### config.mk
export PLATFORM = sky130hd
export DESIGN_NAME = tap_tempo_beat_tracker
export DESIGN_NICKNAME = d
export VERILOG_FILES = /design/src/hdl/ttbt_pkg.sv /design/src/hdl/ttbt_div.sv /design/src/hdl/tap_tempo_beat_tracker.sv
export SDC_FILE = /design/constraint.sdc
export NUM_CORES = 2
export LEC_CHECK = 0
export ABC_AREA = 0
export BUFFER_PORTS_ARGS = -buffer_cell sky130_fd_sc_hd__buf_2
export CELL_PAD_IN_SITES_DETAIL_PLACEMENT = 1
export CELL_PAD_IN_SITES_GLOBAL_PLACEMENT = 2
export CORE_MARGIN = 8
export CORE_UTILIZATION = 44
export CTS_BUF_LIST = sky130_fd_sc_hd__clkbuf_8 sky130_fd_sc_hd__clkbuf_16
export DETAILED_ROUTE_END_ITERATION = 16
export PLACE_DENSITY_LB_ADDON = 0.2
export SKIP_LAST_GASP = 1
export SLEW_MARGIN = 25
export SYNTH_ARGS = -nofsm -noshare
export SYNTH_HDL_FRONTEND = slang
export SYNTH_SLANG_ARGS = --single-unit
### constraint.sdc
create_clock -name clk -period 18.2 [get_ports clk]
set_input_delay 0 -clock clk [delete_from_list [all_inputs] [get_ports clk]]
set_output_delay 0 -clock clk [all_outputs]
set_load 0.01 [all_outputs]
### src/hdl/ttbt_pkg.sv
// ----------------------------------------------------------------------------
// Tap tempo beat tracker package
// Shared constants, configuration register codes and the divider status type.
// ----------------------------------------------------------------------------
`default_nettype none

package ttbt_pkg;

	// Default parameter values
	localparam int TAP_DEPTH_DEF  = 4;
	localparam int TIME_WIDTH_DEF = 32;

	// Width of the divisor and of the beat period
	localparam int PER_W = 12;

	// Fixed constants of the tracker
	localparam logic [7:0]       HUE_STEP     = 8'd57;
	localparam logic [7:0]       BRIGHT_MAX   = 8'd140;
	localparam logic [PER_W-1:0] TAP_RESET    = 12'd750;
	localparam logic [PER_W-1:0] PERIOD_RESET = 12'd1000;
	localparam logic [3:0]       SHIFT_RESET  = 4'd4;
	localparam int               TAP_WINDOW   = 4;

	// Configuration reset values
	localparam logic [11:0] MIN_BEAT_RESET  = 12'd300;
	localparam logic [11:0] MAX_BEAT_RESET  = 12'd1500;
	localparam logic [7:0]  LOOP_RESET      = 8'd20;
	localparam logic [15:0] STALL_RESET     = 16'd3000;
	localparam logic [3:0]  MAX_SHIFT_RESET = 4'd8;

	// Configuration register indexes
	typedef enum logic [2:0] {
		CFG_MIN_BEAT  = 3'd0,
		CFG_MAX_BEAT  = 3'd1,
		CFG_LOOP      = 3'd2,
		CFG_STALL     = 3'd3,
		CFG_MAX_SHIFT = 3'd4
	} cfg_idx_t;

	// Status of the shared divider
	typedef struct packed {
		logic busy;
		logic done;
	} div_stat_t;

endpackage

`default_nettype wire

### src/hdl/ttbt_div.sv
// ----------------------------------------------------------------------------
// Shared restoring divider
// Produces one quotient bit per cycle; quotient and remainder hold after done.
// ----------------------------------------------------------------------------
`default_nettype none

module ttbt_div #(
	parameter int DW = 32
) (
	input  wire logic                       clk,
	input  wire logic                       arst_n,
	input  wire logic                       start,
	input  wire logic [DW-1:0]              dividend,
	input  wire logic [ttbt_pkg::PER_W-1:0] divisor,
	output ttbt_pkg::div_stat_t             stat,
	output logic [DW-1:0]                   quotient,
	output logic [ttbt_pkg::PER_W-1:0]      remainder
);
	import ttbt_pkg::*;

	localparam int CW = $clog2(DW + 1);

	logic [DW-1:0]    quo_q;
	logic [PER_W-1:0] rem_q;
	logic [PER_W-1:0] dsr_q;
	logic [CW-1:0]    cnt_q;
	logic             busy_q;
	logic             done_q;
	logic [PER_W:0]   trial;
	logic             fits;

	// Trial subtraction of the divisor from the shifted partial remainder
	assign trial = {rem_q, quo_q[DW-1]};
	assign fits  = trial >= {1'b0, dsr_q};

	// Control: counter and busy and done flags
	always_ff @(posedge clk or negedge arst_n) begin
		if (!arst_n) begin
			cnt_q  <= '0;
			busy_q <= 1'b0;
			done_q <= 1'b0;
		end else begin
			done_q <= 1'b0;
			if (start) begin
				cnt_q  <= CW'(DW);
				busy_q <= 1'b1;
			end else if (busy_q) begin
				cnt_q <= cnt_q - CW'(1);
				if (cnt_q == CW'(1)) begin
					busy_q <= 1'b0;
					done_q <= 1'b1;
				end
			end
		end
	end

	// Datapath: dividend shifts out while quotient bits shift in
	always_ff @(posedge clk) begin
		if (start) begin
			quo_q <= dividend;
			rem_q <= '0;
			dsr_q <= divisor;
		end else if (busy_q) begin
			quo_q <= {quo_q[DW-2:0], fits};
			rem_q <= fits ? PER_W'(trial - {1'b0, dsr_q}) : trial[PER_W-1:0];
		end
	end

	assign stat.busy = busy_q;
	assign stat.done = done_q;
	assign quotient  = quo_q;
	assign remainder = rem_q;

endmodule

`default_nettype wire

### src/hdl/tap_tempo_beat_tracker.sv
// ----------------------------------------------------------------------------
// Tap tempo beat tracker
// Tracks pause, beat grid, tap tempo and shift learning for one tick per beat.
// ----------------------------------------------------------------------------
// Usage: one input beat on the s_ channel per tick carries the millisecond
// time and the pause, tap and shift levels; one output beat on the m_
// channel carries the tick's results. The cfg channel writes the five
// configuration registers and is always ready; write it only while idle.
// Each tick is worked through by a small sequencer around one shared
// restoring divider of DW bits, with DW the larger of TIME_WIDTH and 20.
// A paused tick goes from the pause step straight to the output step. A
// running tick also waits on the divider for each division it needs (tap
// interval, realignment, shift modulo, brightness), and a tap inside the
// tempo window adds a step that loads the new mean. s_tready is high only
// while the sequencer is idle, which it re-enters as the result is issued.
// The result sits in an output register: a stalled receiver does not stop
// the next tick being taken, but the sequencer holds at its final step
// until the previous result has been taken.
// Reset returns all tracking state to its start values at once and loads the register defaults.
// ----------------------------------------------------------------------------
`default_nettype none

module tap_tempo_beat_tracker #(
	parameter int TAP_DEPTH  = ttbt_pkg::TAP_DEPTH_DEF,
	parameter int TIME_WIDTH = ttbt_pkg::TIME_WIDTH_DEF
) (
	input  wire logic        clk,
	input  wire logic        arst_n,
	// s_tdata from bit 0: now_ms[32], pause_level[8], beat_level[8], shift_level[8]
	input  wire logic        s_tvalid,
	output logic             s_tready,
	input  wire logic [55:0] s_tdata,
	// m_tdata from bit 0: paused[1], beat_now[1], half_beat_now[1],
	// partial_shift[1], auto_shift[2], manual_shift[2], shift_beats[4],
	// beats_since_auto[8], time_since_beat[32], beat_interval[16],
	// beat_brightness[8], beat_hue[8], zero fill[4]
	output logic             m_tvalid,
	input  wire logic        m_tready,
	output logic [87:0]      m_tdata,
	input  wire logic        cfg_valid,
	output logic             cfg_ready,
	input  wire logic [2:0]  cfg_index,
	input  wire logic [15:0] cfg_data
);
	import ttbt_pkg::*;

	localparam int TW    = TIME_WIDTH;
	localparam int DW    = (TW > 20) ? TW : 20;
	localparam int SUM_W = PER_W + $clog2(TAP_DEPTH + 1);

	// Reciprocal of the tap depth, rounded up, exact for every SUM_W-bit sum
	localparam int          TAP_L  = $clog2(TAP_DEPTH);
	localparam int          RC_SH  = SUM_W + TAP_L;
	localparam int          RC_W   = RC_SH + 1;
	localparam logic [63:0] RC_M64 =
		((64'd1 << RC_SH) + 64'(TAP_DEPTH) - 64'd1) / 64'(TAP_DEPTH);
	localparam logic [RC_W-1:0] RC_M = RC_M64[RC_W-1:0];

	typedef enum logic [19:0] {
		S_IDLE  = 20'b00000000000000000001,
		S_PAUSE = 20'b00000000000000000010,
		S_EFF   = 20'b00000000000000000100,
		S_STALL = 20'b00000000000000001000,
		S_BEAT  = 20'b00000000000000010000,
		S_HALF  = 20'b00000000000000100000,
		S_HALF2 = 20'b00000000000001000000,
		S_TDIV  = 20'b00000000000010000000,
		S_SUM   = 20'b00000000000100000000,
		S_TAP   = 20'b00000000001000000000,
		S_REAL  = 20'b00000000010000000000,
		S_REAL2 = 20'b00000000100000000000,
		S_RWAIT = 20'b00000001000000000000,
		S_CNT   = 20'b00000010000000000000,
		S_MOD   = 20'b00000100000000000000,
		S_MWAIT = 20'b00001000000000000000,
		S_AUTO  = 20'b00010000000000000000,
		S_MAN   = 20'b00100000000000000000,
		S_BWAIT = 20'b01000000000000000000,
		S_OUT   = 20'b10000000000000000000
	} state_t;

	state_t state_q;

	// Configuration registers
	logic [11:0] min_beat_q, max_beat_q;
	logic [7:0]  loop_q;
	logic [15:0] stall_q;
	logic [3:0]  max_shift_q;

	// Tracking state
	logic [TW-1:0]    pause_total_q, pause_begin_q, prev_frame_q;
	logic [TW-1:0]    beat_time_q, next_beat_q, pending_q, tap_time_q;
	logic             was_paused_q, pending_valid_q;
	logic [PER_W-1:0] beat_period_q;
	logic [7:0]       prev_beat_lv_q, prev_shift_lv_q;
	logic [7:0]       auto_count_q, manual_count_q, hue_q;
	logic [3:0]       shift_period_q;
	logic [PER_W-1:0] hist_q [TAP_DEPTH];
	logic [SUM_W-1:0] tap_sum_q;

	// Per-tick working registers
	logic [TW-1:0] now_q, eff_q, half_q, tsl_q, lim_q, gap_q;
	logic [7:0]    pause_lv_q, beat_lv_q, shift_lv_q;
	logic          beat_q, halfb_q, close_q, partial_q, shift_chg_q, manual_do_q;
	logic [1:0]    autos_q, manuals_q;
	logic [7:0]    bright_q;

	// Divider interface
	div_stat_t        div_stat;
	logic             div_start;
	logic [DW-1:0]    div_dvd;
	logic [PER_W-1:0] div_dsr;
	logic [DW-1:0]    div_quo;
	logic [PER_W-1:0] div_rem;

	// Helpers
	logic                  tap_ev;
	logic [PER_W-1:0]      clamp_v;
	logic                  shift_ok;
	logic [8:0]            mc9, sp9;
	logic                  out_free;
	logic [SUM_W+RC_W-1:0] mean_prod;

	ttbt_div #(.DW(DW)) u_div (
		.clk       (clk),
		.arst_n    (arst_n),
		.start     (div_start),
		.dividend  (div_dvd),
		.divisor   (div_dsr),
		.stat      (div_stat),
		.quotient  (div_quo),
		.remainder (div_rem)
	);

	assign s_tready  = (state_q == S_IDLE);
	assign cfg_ready = 1'b1;
	assign out_free  = !m_tvalid || m_tready;

	// Mean of the tap history by multiplication with the reciprocal
	assign mean_prod = (SUM_W+RC_W)'(tap_sum_q) * (SUM_W+RC_W)'(RC_M);

	// Tap detection, interval clamp and shift learning condition
	assign tap_ev = (beat_lv_q == 8'd1) && (prev_beat_lv_q != 8'd1);
	assign mc9    = {1'b0, manual_count_q};
	assign sp9    = {5'b0, shift_period_q};

	always_comb begin
		if (tsl_q < TW'(min_beat_q)) begin
			clamp_v = min_beat_q;
		end else if (tsl_q > TW'(max_beat_q)) begin
			clamp_v = max_beat_q;
		end else begin
			clamp_v = tsl_q[PER_W-1:0];
		end
		shift_ok = ((shift_period_q == 4'd0) && (mc9 <= {5'b0, max_shift_q})) ||
			((mc9 + 9'd1 > sp9) && (mc9 < sp9 + 9'd2));
	end

	// Divider operand selection per launching step
	always_comb begin
		div_start = 1'b0;
		div_dvd   = '0;
		div_dsr   = beat_period_q;
		unique case (state_q)
			S_HALF2: begin
				div_start = tap_ev && (beat_period_q != '0);
				div_dvd   = DW'(tsl_q);
			end
			S_REAL2: begin
				div_start = (lim_q >= next_beat_q) && (beat_period_q != '0);
				div_dvd   = DW'(lim_q - next_beat_q);
			end
			S_MOD: begin
				div_start = shift_chg_q &&
					((manual_count_q != 8'd0) || (shift_period_q == 4'd0));
				div_dvd   = DW'(manual_count_q);
				div_dsr   = PER_W'({1'b0, max_shift_q} + 5'd1);
			end
			S_MAN: begin
				div_start = (beat_period_q != '0) && (gap_q < TW'(beat_period_q));
				div_dvd   = DW'(BRIGHT_MAX) * DW'(gap_q[PER_W-1:0]);
			end
			default: begin
				div_start = 1'b0;
			end
		endcase
	end

	// Configuration writes
	always_ff @(posedge clk or negedge arst_n) begin
		if (!arst_n) begin
			min_beat_q  <= MIN_BEAT_RESET;
			max_beat_q  <= MAX_BEAT_RESET;
			loop_q      <= LOOP_RESET;
			stall_q     <= STALL_RESET;
			max_shift_q <= MAX_SHIFT_RESET;
		end else if (cfg_valid) begin
			unique case (cfg_idx_t'(cfg_index))
				CFG_MIN_BEAT:  min_beat_q  <= cfg_data[11:0];
				CFG_MAX_BEAT:  max_beat_q  <= cfg_data[11:0];
				CFG_LOOP:      loop_q      <= cfg_data[7:0];
				CFG_STALL:     stall_q     <= cfg_data;
				CFG_MAX_SHIFT: max_shift_q <= cfg_data[3:0];
				default:       ;
			endcase
		end
	end

	// Sequencer and tracking state
	always_ff @(posedge clk or negedge arst_n) begin
		if (!arst_n) begin
			state_q         <= S_IDLE;
			pause_total_q   <= '0;
			pause_begin_q   <= '0;
			prev_frame_q    <= '0;
			beat_time_q     <= '0;
			next_beat_q     <= '0;
			pending_q       <= '0;
			tap_time_q      <= '0;
			was_paused_q    <= 1'b0;
			pending_valid_q <= 1'b0;
			beat_period_q   <= PERIOD_RESET;
			prev_beat_lv_q  <= '0;
			prev_shift_lv_q <= '0;
			auto_count_q    <= '0;
			manual_count_q  <= '0;
			hue_q           <= '0;
			shift_period_q  <= SHIFT_RESET;
			for (int i = 0; i < TAP_DEPTH; i++) hist_q[i] <= TAP_RESET;
			tap_sum_q       <= SUM_W'(TAP_DEPTH) * SUM_W'(TAP_RESET);
		end else begin
			unique case (state_q)
				S_IDLE: begin
					if (s_tvalid) state_q <= S_PAUSE;
				end
				// Paused ticks freeze the effect clock
				S_PAUSE: begin
					if (pause_lv_q == 8'd1) begin
						if (!was_paused_q) pause_begin_q <= now_q;
						was_paused_q <= 1'b1;
						state_q      <= S_OUT;
					end else begin
						if (was_paused_q)
							pause_total_q <= pause_total_q + (now_q - pause_begin_q);
						was_paused_q <= 1'b0;
						state_q      <= S_EFF;
					end
				end
				S_EFF: begin
					eff_q   <= now_q - pause_total_q;
					state_q <= S_STALL;
				end
				// Resynchronise the beat grid after a long gap
				S_STALL: begin
					if ((eff_q - prev_frame_q) > TW'(stall_q)) begin
						prev_frame_q <= now_q - TW'(loop_q);
						eff_q        <= now_q;
						beat_time_q  <= now_q;
						next_beat_q  <= now_q + TW'(beat_period_q);
					end
					state_q <= S_BEAT;
				end
				S_BEAT: begin
					beat_q <= (eff_q >= next_beat_q);
					if (eff_q >= next_beat_q) begin
						beat_time_q <= next_beat_q;
						if (pending_valid_q) begin
							next_beat_q     <= pending_q;
							pending_valid_q <= 1'b0;
						end else begin
							next_beat_q <= next_beat_q + TW'(beat_period_q);
						end
					end
					state_q <= S_HALF;
				end
				S_HALF: begin
					half_q  <= beat_time_q + ((next_beat_q - beat_time_q) >> 1);
					tsl_q   <= eff_q - tap_time_q;
					close_q <= (next_beat_q - eff_q) < TW'({loop_q, 2'b00});
					state_q <= S_HALF2;
				end
				// Half-beat crossing and tap decision
				S_HALF2: begin
					halfb_q        <= (eff_q >= half_q) && (prev_frame_q < half_q);
					prev_beat_lv_q <= beat_lv_q;
					if (!tap_ev) state_q <= S_REAL;
					else if (beat_period_q != '0) state_q <= S_TDIV;
					else state_q <= S_TAP;
				end
				// Tap interval within the window updates the mean
				S_TDIV: begin
					if (div_stat.done) begin
						if (div_quo < DW'(TAP_WINDOW)) begin
							tap_sum_q <= tap_sum_q - SUM_W'(hist_q[0]) + SUM_W'(clamp_v);
							for (int i = 0; i + 1 < TAP_DEPTH; i++) hist_q[i] <= hist_q[i+1];
							hist_q[TAP_DEPTH-1] <= clamp_v;
							state_q <= S_SUM;
						end else begin
							state_q <= S_TAP;
						end
					end
				end
				S_SUM: begin
					beat_period_q <= mean_prod[RC_SH +: PER_W];
					state_q       <= S_TAP;
				end
				// Re-phase the grid on the tap, or defer to a later beat
				S_TAP: begin
					if (beat_q || close_q) begin
						beat_q      <= 1'b1;
						beat_time_q <= eff_q;
						next_beat_q <= eff_q + TW'(beat_period_q);
					end else begin
						pending_q       <= eff_q + TW'({beat_period_q, 1'b0});
						pending_valid_q <= 1'b1;
					end
					tap_time_q <= eff_q;
					state_q    <= S_REAL;
				end
				S_REAL: begin
					lim_q   <= beat_time_q + TW'(min_beat_q);
					state_q <= S_REAL2;
				end
				S_REAL2: begin
					state_q <= div_start ? S_RWAIT : S_CNT;
				end
				// next + (q+1)*period equals lim - remainder + period
				S_RWAIT: begin
					if (div_stat.done) begin
						next_beat_q <= lim_q - TW'(div_rem) + TW'(beat_period_q);
						state_q     <= S_CNT;
					end
				end
				S_CNT: begin
					if (beat_q) begin
						if (auto_count_q != 8'd255) auto_count_q <= auto_count_q + 8'd1;
						if (manual_count_q != 8'd255) manual_count_q <= manual_count_q + 8'd1;
						hue_q <= hue_q + HUE_STEP;
					end
					shift_chg_q     <= shift_lv_q != prev_shift_lv_q;
					prev_shift_lv_q <= shift_lv_q;
					state_q         <= S_MOD;
				end
				S_MOD: begin
					manual_do_q <= 1'b0;
					state_q     <= div_start ? S_MWAIT : S_AUTO;
				end
				// Learn beats per shift from a manual press
				S_MWAIT: begin
					if (div_stat.done) begin
						if (shift_ok) begin
							shift_period_q <= div_rem[3:0];
							manual_do_q    <= 1'b1;
						end else if (manual_count_q > 8'd1) begin
							shift_period_q <= 4'd0;
							manual_do_q    <= 1'b1;
						end
						state_q <= S_AUTO;
					end
				end
				// Partial and automatic shifts
				S_AUTO: begin
					if ((shift_period_q != 4'd0) && beat_q &&
						(auto_count_q >= {4'b0, shift_period_q})) begin
						autos_q      <= (manual_count_q < 8'd2) ? 2'd2 : 2'd1;
						auto_count_q <= '0;
					end else begin
						autos_q <= 2'd0;
					end
					partial_q <= (shift_period_q != 4'd0) &&
						(auto_count_q == {5'b0, shift_period_q[3:1]}) &&
						((beat_q && !shift_period_q[0]) || (halfb_q && shift_period_q[0]));
					gap_q   <= eff_q - beat_time_q;
					state_q <= S_MAN;
				end
				// Manual shift flag, then brightness
				S_MAN: begin
					if (manual_do_q) begin
						manuals_q      <= (auto_count_q < 8'd2) ? 2'd2 : 2'd1;
						manual_count_q <= '0;
					end else begin
						manuals_q <= 2'd0;
					end
					prev_frame_q <= eff_q;
					bright_q     <= '0;
					state_q      <= div_start ? S_BWAIT : S_OUT;
				end
				S_BWAIT: begin
					if (div_stat.done) begin
						bright_q <= BRIGHT_MAX - div_quo[7:0];
						state_q  <= S_OUT;
					end
				end
				S_OUT: begin
					if (out_free) state_q <= S_IDLE;
				end
				default: begin
					state_q <= S_IDLE;
				end
			endcase
		end
	end

	// Result valid: raised as the result is loaded, dropped once taken
	always_ff @(posedge clk or negedge arst_n) begin
		if (!arst_n) begin
			m_tvalid <= 1'b0;
		end else if ((state_q == S_OUT) && out_free) begin
			m_tvalid <= 1'b1;
		end else if (m_tready) begin
			m_tvalid <= 1'b0;
		end
	end

	// Input capture
	logic is_paused_q;
	always_ff @(posedge clk) begin
		if (s_tvalid && s_tready) begin
			now_q      <= TW'(s_tdata[31:0]);
			pause_lv_q <= s_tdata[39:32];
			beat_lv_q  <= s_tdata[47:40];
			shift_lv_q <= s_tdata[55:48];
		end
		if (state_q == S_PAUSE) is_paused_q <= (pause_lv_q == 8'd1);
	end

	// Output register
	always_ff @(posedge clk) begin
		if ((state_q == S_OUT) && out_free) begin
			if (is_paused_q) begin
				m_tdata <= {87'b0, 1'b1};
			end else begin
				m_tdata <= {4'b0, hue_q, bright_q, 16'(next_beat_q - beat_time_q),
					32'(gap_q), auto_count_q, shift_period_q, manuals_q, autos_q,
					partial_q, halfb_q, beat_q, 1'b0};
			end
		end
	end

endmodule

`default_nettype wire
==> reports/results.ini <==
[sta]
finClkSkew_ns = 0.0333
tightest_slew_ns = 1.07
relSlewSlack = 0.280
slew_viol_final = 0
final.period_utilization = 0.351
max_freq_ghz = 0.157
hold_viol_final = 0
tns_ns = 0
setup_viol = 0
rsz0062_at_grt = false
finalCriticalPeriod_ns = 6.39

[outcome]
status = finished clean

[route]
drt_iter0_markers = 3696
route.detailed.drc = 0
dr.max_layer_used = met5
drt-total-wl_mm = 223
dr_wl_met2_mm = 104
met3_length_mm = 11.1
wl_met1_mm = 99.2
antenna_left = 0
vias = 51000
wl_per_cell_um = 25.8
drt-pass1-iter-count = 5
viasPerCell = 5.91

[worst_setup_path]
slowest_stage = nor4_2
start_kind = register
worstPathMaxFanout = 32
path_buf_inv = 3
critical_path.top_delay_family = compound AO/OA/AOI/OAI gates
critPathArrivalTime_ns = 6.96
slowest_delay_ns = 0.61
endpoint_kind = register
cpMostUsedCell = a21oi_1
required_ns = 18.77
path_class = register to register

[pwr]
vdd_drop_max_mv = 0.0877
p_total_mw = 8.33
p_leak_nw = 29.1
power.density_mw_per_mm2 = 124

[layout]
nets = 7510
fin_cells = 8632
fill_cells = 15200
syn_to_final_growth_pct = 13.6
layout-drive-gt1-share = 0.0933

[clocking]
insertion_delay_ns = 0.72
cts_buffers = 98
cts_tree = done
postCtsSetupRepairBufs = 0
cts.sinks = 800
cts_buffer_depth = 3
cts-htree-levels = 3
ctsRootBufferMaster = clkbuf_16
clkSlewWorstSetupHoldPaths_ns = 0.06
ctsResizeCount = 0

[floorplan]
start_util = 0.444
pin_count = 171
core_sq_mm = 0.134
die_y_um = 383
fp.dieW_um = 383
dieArea_sq_mm = 0.147
rows = 134

[global_routing]
antenna_found_initial = 8
first_global_vias = 53300
grt_pass1_wl_mm = 335
grt_util_all_layers = 0.297
overflow = 0
grt_max_degree = 70

[placement]
place_inst = 8285
portBuffers = 165
gp_congestion = 0.920
dp_hpwl_mm = 174

[logic_synthesis]
synth_top_cell_area_share = 0.184
yosysUniqueCellTypes = 102
synth.yosys.seq_area_share = 0.369
ys_seq_elements = 800
synth_area_leaders = edfxtp_1 18%, dfrtp_1 15%, ha_1 12%
synthCells = 6466
async_reset_ff_frac = 0.531
synth_area_sq_mm = 0.0593
synth_top_flop_cell = edfxtp_1
yosys_warnings = 0
yosys.area.top_type = edfxtp_1
avgSynthCellArea_sq_um = 9.17
synth-edff-count = 363

[run]
maxCapViolations = 0

[worst_hold_path]
hp-class = primary input to register

-- Yosys cell counts, types with 55 or more instances --
cell type / n
nor3_1: 124
edfxtp_1: 363
o21bai_1: 55
nand3_1: 118
ha_1: 579
a21oi_1: 434
a21o_1: 160
nand2b_1: 71
o21ai_0: 489
dfrtp_1: 361
inv_1: 634
nor4_1: 60
nand4_1: 71
nor2b_1: 160
nor2_1: 388
fa_1: 76
xor2_1: 140
clkbuf_1: 166
o21a_1: 62
mux2_2: 90
xnor2_1: 308
mux2i_1: 86
nand2_1: 629
dfstp_2: 64
and3_1: 56
-- power by group --
group          total, mW  switching, mW  internal [mW]
clock network       2.12          0.882           1.24
registers           2.39          0.217           2.17
logic               3.82           2.32           1.50
total               8.33           3.42           4.92
-- layout make-up --
type / count / area (sq um) / share of cell area
antenna: 3 / 7.51 / 0.000111
clock buffer: 118 / 2770 / 0.0412
clock inverter: 68 / 694 / 0.0103
inverter: 638 / 2400 / 0.0356
multi-input combinational: 4833 / 34400 / 0.510
sequential: 800 / 21900 / 0.325
tap: 1768 / 2210 / 0.0329
timing repair buffer: 404 / 3040 / 0.0452
-- sequential cells by signal, summed over array words and instances (netlist names), 20 cells and up --
| name | flops |
|---|---|
| m_tdata | 84 |
| hist_q | 48 |
| beat_time_q | 32 |
| eff_q | 32 |
| gap_q | 32 |
| half_q | 32 |
| lim_q | 32 |
| next_beat_q | 32 |
| now_q | 32 |
| pause_begin_q | 32 |
| pause_total_q | 32 |
| pending_q | 32 |
| prev_frame_q | 32 |
| tap_time_q | 32 |
| tsl_q | 32 |
| u_div.quotient | 32 |
| state_q | 20 |
-- cell families after synthesis --
logic type                 synth area share
muxes                                0.0345
adders and majority gates             0.148
DFF                                   0.369
buffers and inverters                0.0540
other                              0.000127
xor gates and xnor gates             0.0662
AOI/OAI and AO/OA                     0.175
and+or+nand+nor                       0.153
-- repair_timing --
item                                   CTS  global route
endpoints found under the hold margin  254             0
hold buffers                           158             0
setup endpoints to repair                0             0
-- stage by stage --
step                utilization  cell area [sq um]  setup WS, ns  hold slack (ns)
floorplan                     -              59300         12.06           -0.296
global placement          0.466              62200         11.98           0.0353
detailed placement        0.466              62200         11.94           0.0338
CTS                       0.504              67300         11.88           0.0120
global route              0.504              67300         11.32           0.0526
finish                    0.504              67300         11.81           0.0544
-- layer usage --
metal / up-vias / global-route usage
met4: 4 / 0.110
li1: 23600 / -
met3: 345 / 0.0350
met5: - / 0
met1: 25800 / 0.397
met2: 1303 / 0.496
-- worst register-to-register path, stage by stage, from the launching register on --
cell and delay [ns]:
edfxtp_1 0.45, inv_1 0.23, ha_1 0.24, inv_1 0.06, fa_1 0.42, a21o_1 0.21, a221oi_2 0.38, a21oi_1 0.18
a21oi_1 0.18, o21bai_1 0.10, a21oi_1 0.15, o21bai_1 0.09, xor2_1 0.15, ha_1 0.19, a21oi_1 0.14, nor2b_1 0.06
o21ai_0 0.13, o21ai_0 0.10, o31ai_1 0.44, o2111ai_1 0.21, nor4_2 0.42, o21ai_1 0.26, nor4_2 0.61, a2111oi_4 0.05
buf_4 0.37, mux2_1 0.43
-- layout by cell type, fill, tap and decap left out, types with 32 or more instances in the layout --
master,n
o21ai_0,489
a21oi_1,433
fa_1,76
buf_2,164
mux2_2,90
dfstp_2,64
o21a_1,62
nand4_1,71
mux2i_1,86
dlygate4sd3_1,157
xnor2_1,308
o21bai_1,55
a21o_1,160
and3_1,55
dfrtp_1,359
nor4_1,60
o211ai_1,32
a31oi_1,44
a211oi_1,41
and2_1,34
edfxtp_1,363
ha_1,579
clkbuf_16,102
inv_1,657
nor2_1,386
o22ai_1,33
nor2b_1,159
or3_1,33
nand2_1,629
buf_4,79
nand2b_1,71
nand3_1,117
nor3_1,123
xor2_1,140
o31ai_1,45
-- path summary, 6_finish.rpt --
kind	depth (start not counted)	to	slack [ns]	startpoint
worst max-delay path	25	next_beat_q[15]	11.81	eff_q[0]
worst min-delay path	3	stall_q[14]	0.05	cfg_data[14]
worst max register to register	25	next_beat_q[15]	11.81	eff_q[0]
worst min register to register	2	hist_q[30]	0.45	hist_q[18]
max in group asynchronous	6	pause_begin_q[21]	15.55	arst_n
min in group asynchronous	2	hist_q[27]	0.09	arst_n
Power figures use the tool's default switching activity.
